### config.mk
export PLATFORM = sky130hd
export DESIGN_NAME = ordered_list_engine_top
export DESIGN_NICKNAME = d
export VERILOG_FILES = /design/src/rtl/ole_pkg.sv /design/src/rtl/ole_ctrl.sv /design/src/rtl/ole_dp.sv /design/src/rtl/ordered_list_engine_top.sv
export SDC_FILE = /design/constraint.sdc
export NUM_CORES = 2
export LEC_CHECK = 0
export BUFFER_PORTS_ARGS = -buffer_cell sky130_fd_sc_hd__buf_2
export CAP_MARGIN = 20
export CORE_MARGIN = 1.5
export CORE_UTILIZATION = 55
export CTS_BUF_LIST = sky130_fd_sc_hd__clkbuf_2 sky130_fd_sc_hd__clkbuf_4 sky130_fd_sc_hd__clkbuf_8
export DETAILED_ROUTE_END_ITERATION = 6
export PLACE_DENSITY = 0.72
export RECOVER_POWER = 100
export SYNTH_ARGS = -nofsm -noshare
export SYNTH_HDL_FRONTEND = slang
export SYNTH_HIERARCHICAL = 1
export SYNTH_SLANG_ARGS = --single-unit
export TNS_END_PERCENT = 50
### constraint.sdc
create_clock -name clk -period 6.6 [get_ports clk]
set_clock_uncertainty 0.1 [all_clocks]
set_input_delay 0.66 -clock clk [delete_from_list [all_inputs] [get_ports clk]]
set_output_delay 0.66 -clock clk [all_outputs]
set_load 0.005 [all_outputs]
### src/rtl/ole_pkg.sv
// Package for the ordered list engine: request codes, status codes,
// controller states and the command/status structs. No dependencies.
`default_nettype none
package ole_pkg;

  typedef enum logic [3:0] {
    REQ_INS_FRONT  = 4'd0,
    REQ_INS_END    = 4'd1,
    REQ_INS_BEFORE = 4'd2,
    REQ_INS_AFTER  = 4'd3,
    REQ_DEL_FRONT  = 4'd4,
    REQ_DEL_END    = 4'd5,
    REQ_DEL_VALUE  = 4'd6,
    REQ_SEARCH     = 4'd7,
    REQ_DUMP       = 4'd8
  } req_t;

  localparam logic [1:0] ST_OK       = 2'd0;
  localparam logic [1:0] ST_EMPTY    = 2'd1;
  localparam logic [1:0] ST_NOTFOUND = 2'd2;
  localparam logic [1:0] ST_FULL     = 2'd3;

  typedef enum logic [2:0] {
    S_IDLE,
    S_MATCH,
    S_APPLY,
    S_RESULT,
    S_DUMP
  } state_t;

  typedef struct packed {
    logic load;
    logic apply;
    logic dump_start;
    logic dump_step;
  } cmd_t;

  typedef struct packed {
    logic [3:0] req;
    logic       dump_done;
  } sts_t;

endpackage
`default_nettype wire

### src/rtl/ole_ctrl.sv
// Controller state machine of the ordered list engine.
// Depends on ole_pkg; drives the datapath by cmd_t and reads sts_t.
`default_nettype none
module ole_ctrl (
  input  wire               clk,
  input  wire               rst_n,
  input  wire               in_fire,
  output logic              in_ready,
  output logic              res_valid,
  input  wire               res_taken,
  output ole_pkg::cmd_t     cmd,
  input  ole_pkg::sts_t     sts
);
  import ole_pkg::*;

  state_t state_r, state_nxt;

  always_ff @(posedge clk) begin
    if (!rst_n) state_r <= S_IDLE;
    else state_r <= state_nxt;
  end

  always_comb begin
    state_nxt = state_r;
    unique case (state_r)
      S_IDLE:   if (in_fire) state_nxt = S_MATCH;
      S_MATCH:  state_nxt = (sts.req == REQ_DUMP) ? S_DUMP : S_APPLY;
      S_APPLY:  state_nxt = S_RESULT;
      S_RESULT: if (res_taken) state_nxt = S_IDLE;
      S_DUMP:   if (res_taken && sts.dump_done) state_nxt = S_IDLE;
      default:  state_nxt = S_IDLE;
    endcase
  end

  always_comb begin
    in_ready = 1'b0;
    res_valid = 1'b0;
    cmd = '0;
    unique case (state_r)
      S_IDLE:   begin
        in_ready = 1'b1;
        cmd.load = in_fire;
      end
      S_MATCH:  cmd.dump_start = (sts.req == REQ_DUMP);
      S_APPLY:  cmd.apply = 1'b1;
      S_RESULT: res_valid = 1'b1;
      S_DUMP:   begin
        res_valid = 1'b1;
        cmd.dump_step = res_taken;
      end
      default:  ;
    endcase
  end

endmodule
`default_nettype wire

### src/rtl/ole_dp.sv
// Datapath of the ordered list engine: entry cells with parallel compare,
// shift insert/delete and the dump pointer. Depends on ole_pkg.
`default_nettype none
module ole_dp #(
  parameter int DEPTH = 16
) (
  input  wire                 clk,
  input  wire                 rst_n,
  input  wire  [3:0]          in_req,
  input  wire  [31:0]         in_item,
  input  wire  [31:0]         in_target,
  input  ole_pkg::cmd_t       cmd,
  output ole_pkg::sts_t       sts,
  output logic [1:0]          res_status,
  output logic [4:0]          res_position,
  output logic [31:0]         res_element,
  output logic                res_last
);
  import ole_pkg::*;

  localparam int CW = $clog2(DEPTH + 1);
  localparam int IW = $clog2(DEPTH);

  logic [31:0]   cell_r [DEPTH];
  logic [CW-1:0] count_r;
  logic [3:0]    req_r;
  logic [31:0]   item_r, target_r;
  logic [DEPTH-1:0] hit_r;
  logic [1:0]    status_r;
  logic [4:0]    pos_r;
  logic [CW-1:0] dptr_r;

  logic [31:0] key;
  logic [DEPTH-1:0] hit;
  assign key = (req_r == REQ_INS_BEFORE || req_r == REQ_INS_AFTER) ? target_r : item_r;

  always_comb begin
    for (int i = 0; i < DEPTH; i++)
      hit[i] = (cell_r[i] == key) && (CW'(i) < count_r);
  end

  logic [CW-1:0] idx;
  logic found;
  always_comb begin
    idx = count_r;
    found = 1'b0;
    for (int i = DEPTH - 1; i >= 0; i--)
      if (hit_r[i]) begin
        idx = CW'(i);
        found = 1'b1;
      end
  end

  logic full, empty;
  assign full = (count_r == CW'(DEPTH));
  assign empty = (count_r == '0);

  logic          do_ins, do_del;
  logic [CW-1:0] at;
  logic [1:0]    st;
  logic [4:0]    pos;
  always_comb begin
    do_ins = 1'b0;
    do_del = 1'b0;
    at = '0;
    st = ST_OK;
    pos = '0;
    case (req_r)
      REQ_INS_FRONT, REQ_INS_END: begin
        if (full) st = ST_FULL;
        else begin
          do_ins = 1'b1;
          at = (req_r == REQ_INS_FRONT) ? '0 : count_r;
        end
      end
      REQ_INS_BEFORE, REQ_INS_AFTER: begin
        if (full) st = ST_FULL;
        else if (empty) st = ST_EMPTY;
        else if (!found) st = ST_NOTFOUND;
        else begin
          do_ins = 1'b1;
          at = (req_r == REQ_INS_BEFORE) ? idx : idx + 1'b1;
        end
      end
      REQ_DEL_FRONT, REQ_DEL_END: begin
        if (empty) st = ST_EMPTY;
        else begin
          do_del = 1'b1;
          at = (req_r == REQ_DEL_FRONT) ? '0 : count_r - 1'b1;
        end
      end
      REQ_DEL_VALUE: begin
        if (empty) st = ST_EMPTY;
        else if (!found) st = ST_NOTFOUND;
        else begin
          do_del = 1'b1;
          at = idx;
        end
      end
      REQ_SEARCH: begin
        if (!found) st = ST_NOTFOUND;
        else pos = 5'(idx + 1'b1);
      end
      REQ_DUMP: if (empty) st = ST_EMPTY;
      default: ;
    endcase
  end

  always_ff @(posedge clk) begin
    if (!rst_n) begin
      count_r <= '0;
    end else if (cmd.apply) begin
      if (do_ins) count_r <= count_r + 1'b1;
      else if (do_del) count_r <= count_r - 1'b1;
    end
  end

  always_ff @(posedge clk) begin
    if (cmd.apply) begin
      for (int i = 0; i < DEPTH; i++) begin
        if (do_ins) begin
          if (CW'(i) == at) cell_r[i] <= item_r;
          else if (CW'(i) > at && i > 0) cell_r[i] <= cell_r[(i > 0) ? i - 1 : 0];
        end else if (do_del) begin
          if (CW'(i) >= at && i < DEPTH - 1) cell_r[i] <= cell_r[(i < DEPTH - 1) ? i + 1 : i];
        end
      end
    end
  end

  always_ff @(posedge clk) begin
    if (cmd.load) begin
      req_r <= in_req;
      item_r <= in_item;
      target_r <= in_target;
    end
    hit_r <= hit;
    if (cmd.apply || cmd.dump_start) begin
      status_r <= st;
      pos_r <= pos;
    end
  end

  always_ff @(posedge clk) begin
    if (cmd.dump_start) dptr_r <= '0;
    else if (cmd.dump_step) dptr_r <= dptr_r + 1'b1;
  end

  logic dump_mode;
  assign dump_mode = (req_r == REQ_DUMP) && !empty;
  assign sts.req = req_r;
  assign sts.dump_done = !dump_mode || (dptr_r + 1'b1 >= count_r);

  assign res_status = dump_mode ? ST_OK : status_r;
  assign res_position = dump_mode ? 5'd0 : pos_r;
  assign res_element = dump_mode ? cell_r[dptr_r[IW-1:0]] : 32'd0;
  assign res_last = sts.dump_done;

endmodule
`default_nettype wire

### src/rtl/ordered_list_engine_top.sv
// Top level of the ordered list engine: ole_ctrl joined to ole_dp.
// Depends on ole_pkg, ole_ctrl and ole_dp.
//
// Usage: requests enter on the in_ stream (tdata holds req_type, item_value,
// target_value from bit 0 up). Results leave on the out_ stream.
// One request is worked at a time. After the accepting edge the match state
// runs the parallel compare over all cells and, for a request other than a
// dump, the apply state then applies the shift, after which its result is
// offered. A dump goes from the match state to offering its first entry and
// then one entry per cycle while the receiver takes them; any other request
// gives one result, with tlast on the final one. The next request is
// accepted in the cycle after the final result has been taken. When the
// receiver stalls, the result holds steady on out_ and the block waits.
// Reset empties the list and returns to the idle state ready for a request.
`default_nettype none
module ordered_list_engine_top #(
  parameter int DEPTH = 16
) (
  input  wire          clk,
  input  wire          rst_n,
  input  wire          in_tvalid,
  output logic         in_tready,
  // Fields from bit 0: req_type[3:0], item_value[35:4], target_value[67:36].
  input  wire  [71:0]  in_tdata,
  output logic         out_tvalid,
  input  wire          out_tready,
  // Fields from bit 0: status[1:0], position[6:2], element[38:7].
  output logic [39:0]  out_tdata,
  output logic         out_tlast
);
  import ole_pkg::*;

  cmd_t cmd;
  sts_t sts;
  logic res_valid, in_fire, res_taken;
  logic [1:0] r_status;
  logic [4:0] r_pos;
  logic [31:0] r_elem;
  logic r_last;

  assign in_fire = in_tvalid && in_tready;
  assign res_taken = res_valid && out_tready;

  ole_ctrl u_ctrl (
    .clk, .rst_n, .in_fire, .in_ready(in_tready), .res_valid,
    .res_taken, .cmd, .sts
  );

  ole_dp #(.DEPTH(DEPTH)) u_dp (
    .clk, .rst_n,
    .in_req(in_tdata[3:0]), .in_item(in_tdata[35:4]), .in_target(in_tdata[67:36]),
    .cmd, .sts,
    .res_status(r_status), .res_position(r_pos), .res_element(r_elem), .res_last(r_last)
  );

  assign out_tvalid = res_valid;
  assign out_tdata = {1'b0, r_elem, r_pos, r_status};
  assign out_tlast = r_last;

  logic unused_in;
  assign unused_in = ^in_tdata[71:68];

  a_no_both: assert property (@(posedge clk) disable iff (!rst_n)
    !(in_tready && out_tvalid)) else $error("accept while result pending");
  a_hold: assert property (@(posedge clk) disable iff (!rst_n)
    out_tvalid && !out_tready |=> out_tvalid) else $error("result dropped");
  a_ready_after: assert property (@(posedge clk) disable iff (!rst_n)
    in_fire |=> !in_tready) else $error("second accept");

endmodule
`default_nettype wire

**Yosys cells after proc, flatten, opt, wreduce, memory -nomap -nowiden**

Memories as Yosys holds them, arrays and structs flattened. A register that Yosys moved wholly into a read port is not among the register bits.
Index checks and enable logic that the tools add are counted.

- Reductions and logical operators: 38
- Add/subtract/negate cells: 4
- Equal/unequal tests: 47
- Magnitude comparators: 47
- Bitwise logic cells: 30
- Mux-type cells: 319

Operators by type and width:

| cell | count |
|---|---|
| $mux W32 | 32 |
| $eq A32 B32 Y1 | 16 |
| $mux W1 | 242 |
| $mux W5 | 29 |
| $eq A4 B5 Y1 const A | 8 |
| $gt A4 B5 Y1 const A | 8 |
| $lt A4 B5 Y1 const A | 8 |
| $ge A4 B5 Y1 const A | 7 |
| $or A1 B1 Y1 | 30 |
| $eq A3 B5 Y1 const A | 4 |
| $ge A3 B5 Y1 const A | 4 |
| $gt A3 B5 Y1 const A | 4 |
| $logic_and A1 B1 Y1 | 20 |
| $lt A3 B5 Y1 const A | 4 |
| $pmux W5 S4 | 1 |
| $eq A4 B3 Y1 const B | 4 |
| $add A5 B1 Y5 const B | 3 |
| $pmux W3 S5 | 1 |
| $mux W3 | 4 |
| $eq A2 B5 Y1 const A | 2 |
| $ge A1 B5 Y1 const A | 2 |
| $ge A2 B5 Y1 const A | 2 |
| $gt A2 B5 Y1 const A | 2 |
| $logic_not A5 Y1 | 2 |
| other kinds (27) | 46 |

- Logic and storage cells: 495
- Bits in registers: 104
- Bits in writable memories: 512
- Memories: 1

Memories:

| name | depth | bits a word | read ports | clocked after Yosys merged registers in | write ports | line | RTL |
|---|---|---|---|---|---|---|---|
| u_dp.cell_r | 16 | 32 | 17 | 1 | 16 | ole_dp.sv:24 | `logic [31:0] cell_r [DEPTH];` |

**Logic depth before layout (Yosys ltp)**

- Depth in word-level cells: 30
- Mapped depth: 15
- Depth with buffers taken out: 13

**Modules after synthesis**

Netlist, hierarchy kept.

Modules (own cells, without submodules):

| module | cells an instance | area an instance (sq um) | times used |
|---|---|---|---|
| ole_dp | 3761 | 40203.6 | 1 |
| ole_ctrl | 30 | 241.5 | 1 |
| ordered_list_engine_top | 4 | 23.8 | 1 |

**Least setup slack after synthesis**

No wires, ideal clock.

- Kind: register to register
- Start: reg u_dp.count_r[1]
- End: mem u_dp.cell_r[8][0] (enable)
- Path slack: 2.049 ns
- Data required time: 6.068 ns
- Clock period less this slack: 4.551 ns
- Arrival: 4.019 ns
- Library setup time: 0.432 ns
- Stages on the path, launching flop included: 11
- Path through: dfxtp_1 clkbuf_1 inv_1 ha_1 or4b_1 and4b_4 o21ai_1 a2111oi_2 a221oi_4 nand3_2 a21oi_1

RTL lines:

| what | line | RTL |
|---|---|---|
| start, declared | ole_dp.sv:25 | `logic [CW-1:0] count_r;` |
| start signal, assigned | ole_dp.sv:113 | `if (do_ins) count_r <= count_r + 1'b1;` |
| start signal, assigned | ole_dp.sv:114 | `else if (do_del) count_r <= count_r - 1'b1;` |
| end, declared | ole_dp.sv:24 |  |

**Final worst setup path**

- Start: reg u_dp.req_r[2]
- End: reg u_dp.hit_r[12]

- Longest elaborated chain between the ends: 5
- Elaborated cells between the ends (all ways): 6

RTL lines:

| what | line | RTL |
|---|---|---|
| start, declared | ole_dp.sv:26 | `logic [3:0] req_r;` |
| start signal, assigned | ole_dp.sv:133 | `req_r <= in_req;` |
| $eq A4 B2 Y1 | ole_dp.sv:35 | `assign key = (req_r == REQ_INS_BEFORE \|\| req_r == REQ_INS_AFTER) ? target_r : item_r;` |
| $logic_or A1 B1 Y1 (*) | ole_dp.sv:35 |  |
| $mux W32 (*) | ole_dp.sv:35 |  |
| $eq A32 B32 Y1 (*) | ole_dp.sv:39 | `hit[i] = (cell_r[i] == key) && (CW'(i) < count_r);` |
| $logic_and A1 B1 Y1 (*) | ole_dp.sv:39 |  |
| via u_dp.hit[12] | ole_dp.sv:34 | `logic [DEPTH-1:0] hit;` |
| end signal, assigned | ole_dp.sv:137 | `hit_r <= hit;` |
| end, declared | ole_dp.sv:28 | `logic [DEPTH-1:0] hit_r;` |

The timed path passes the listed nets; every way through them passes the cells marked *.
A chain may end at the register's enable or synchronous reset.

==> impl_metrics.toml <==
[timing]
rsz0062_at_grt = "no"
setup_violations = 0
min_period_ps = 6120
relSlewSlack_pct = -66.2
worstMarginPinSlew_ps = 2490
period_share_pct = 92.7
hold_viol_final = 0
fmax_mhz = 163
setup_tns_ps = 0
report.final.slew_viol_count = 227

[floorplanning]
die_area_sq_um = 75200
io_pins = 119
fp.coreArea_sq_um = 72800
die_w_um = 274
die_height_um = 274
rows = 99
start_util_pct = 55.6

[setup_path]
critPathKind = "register to register"
cp.arrival_ps = 6690
cp.required_ps = 7180
crit_family = "compound AO/OA/AOI/OAI gates"
cp_num_buf_inv = 2
path_common_cell = "nor4_1"
path_cells = "nor3b_4 > clkbuf_4 > nor2_1 > a21oi_1 > xnor2_1 > nor4_1 > nand4_1 > nor4_1 > buf_4"
cp-start-kind = "register"
path_max_fanout = 64
cp_slowest_cell = "a21oi_1"
slowest_delay_ps = 1680
critPathCaptureType = "register"

[pwr]
peakVddDrop_v = 0.000238
internal-power_w = 0.00763
switching_share_pct = 35.5
p_sw_w = 0.00420
p_comb_share_pct = 26.9
pwr-share-seq_pct = 42.4
clkPwrFrac_pct = 30.7
power.density_nw_per_um2 = 266
p_leak_nw = 15.6
p_total_w = 0.0118

[logic_synthesis]
synth-async-reset-ratio_pct = 0
synth_area_sq_um = 40500
ys_seq_elements = 620
syn_inst = 3795
synth_top_area_share_pct = 43.6
ys_types = 87
synth_area_per_cell_sq_um = 10.7
synth_edf_count = 587
ys.flop_type = "edfxtp_1"
yosys_warnings = 6
syn-num-nets = 3881
yosysTopAreaCell = "edfxtp_1"
synth_area_leaders = "edfxtp_1 (44%), mux4_2 (8.9%), xor2_1 (7.1%)"
ys_seq_area_share_pct = 45.2

[global_routing]
grt_pass1_vias = 31800
track_usage_pct = 43.1
antenna_found_initial = 3
grt_remaining_overflow = 0
grt_max_degree = 65
grt_first_pass_wirelength_um = 230000

[placed_design]
portBuffers = 113
dp_hpwl_um = 116000
gp_congestion = 1.16

[clocking]
clkLatencyLatePin_ps = 780
cts.sinks = 620
cts_tree = "built"
cts_root_buf = "clkbuf_8"
postCtsSetupBuffers = 0
clk_pin_slew_ps = 60
cts_buffers = 112
clockBufferDepth = 3
htree_levels = 3

[route]
finalWirelength_um = 164000
ant_nets = 0
drcViolationCount = 0
wl_per_cell_um = 33.1
num_vias = 34700
viasPerCell = 7.00
first_pass_iters = 7
drt_iter0_markers = 6454

[final_layout]
area_growth_pct = 10.1
layout_common_cells = "edfxtp_1 (587), nand2_1 (574), nor2_1 (355), xor2_1 (329), mux2i_1 (198)"
fillers = 6055
final_common_cell = "edfxtp_1"
drive_gt1_share_pct = 16.5
final_nets = 3983

[outcome]
status = "finished with violations"
violations = "max-capacitance violations, max-slew violations"

[run]
cap_viol_max_count = 8

[worst_hold_path]
worstHoldPathType = "primary input to register"
[cell type report]
type                       instances  area (sq um)  share of cell area, %
multi-input combinational       2838         20700                   46.5
inverter                          47           176                  0.396
antenna                            4          10.0                 0.0225
clock buffer                     156          1920                   4.31
timing repair buffer             278          1980                   4.44
clock inverter                    52           245                  0.550
tap                              959          1200                   2.69
sequential                       620         18300                   41.1
[metrics by stage]
stage	hold WS [ps]	cell area, sq um	std cells	setup slack, ps	util [%]
final	149	44600	4954	483	61.2
after global routing	137	44500	4951	495	61.2
after CTS	120	44800	4949	1260	61.6
after detailed placement	439	42000	4673	1300	57.7
after global placement	415	41900	4670	1400	57.6
after floorplan	400	40500	3795	2050	-
[cells in the mapped netlist, types with 4 or more instances]
cell type and instances:
nor2_1 358, nand3_1 17, a21oi_2 16, xor2_1 329, nand2_1 576, mux2i_1 198
buf_2 118, nor2b_1 39, nand2b_1 7, a21o_1 6, mux2_2 63, a21oi_4 23
nand4_1 96, a211oi_1 8, dfxtp_1 33, buf_6 11, buf_4 15, mux4_2 160
ha_1 10, and2_1 14, o21ai_2 4, o22ai_1 32, a21oi_1 182, nor3_1 15
clkbuf_1 133, inv_1 46, nor3_4 5, o21ai_0 70, edfxtp_1 587, buf_1 13
o21ai_1 80, nor4_1 65, a31oi_1 195, xnor2_1 195
[cells by family (layout without fill, tap and decap cells)]
group           count (synthesis)  in the layout  synth area share [%]
xor+xnor                      524            524                  11.3
simple gates                 1231           1231                  13.6
mux                           422            422                  15.6
flops                         620            620                  45.2
fa+ha+maj                      10             10                 0.309
compound gates                650            650                  10.1
other cells                     1              5               0.00927
buf+inv                       337            533                  3.83
[power groups by stage]
stage | clock network [W] | logic, W | registers (W)
after floorplan | 0 | 0.00204 | 0.00483
after global placement | 0 | 0.00290 | 0.00505
after detailed placement | 0 | 0.00297 | 0.00506
after CTS | 0.00362 | 0.00301 | 0.00498
after global routing | 0.00378 | 0.00325 | 0.00501
final | 0.00363 | 0.00319 | 0.00501
[worst paths after layout]
path | start | endpoint | slack [ps] | cells after the start
setup / recovery | u_dp/req_r[2] | u_dp/hit_r[12] | 480 | 9
hold / removal | rst_n | u_dp/count_r[4] | 150 | 2
setup reg to reg | u_dp/req_r[2] | u_dp/hit_r[12] | 480 | 9
hold reg to reg | u_dp/dptr_r[4] | u_dp/dptr_r[4] | 450 | 2
[worst register-to-register path, delay by kind of cell (launching register included)]
kind	cells	cell delay, ps
buf+inv	2	1290
compound gates	1	1680
xor+xnor	1	650
simple gates	5	1710
flops	1	620
[sequential cells by signal (all words and copies together) (netlist names), named ones only]
register	count
u_dp/cell_r	512
u_dp/item_r	32
u_dp/target_r	32
u_dp/hit_r	16
u_dp/count_r	5
u_dp/dptr_r	5
u_dp/pos_r	5
u_dp/req_r	4
u_ctrl/state_r	3
u_dp/status_r	2
[timing repair]
item                                   in CTS  in global routing
endpoints found under the hold margin      68                  0
gates resized for setup                     0                  0
hold buffers                               68                  0
[routing by layer]
layer | up-vias | part of all wire (%) | GRT usage, % | wire length, um
li1 | 14100 | - | - | -
met1 | 16600 | 33 | 53.6 | 53800
met2 | 3271 | 42 | 62.8 | 68400
met3 | 736 | 16 | 15.3 | 26500
met4 | 2 | 9.2 | 30.0 | 15000
met5 | - | 0.0055 | 0 | 9
(Power assumes the default switching activity.)
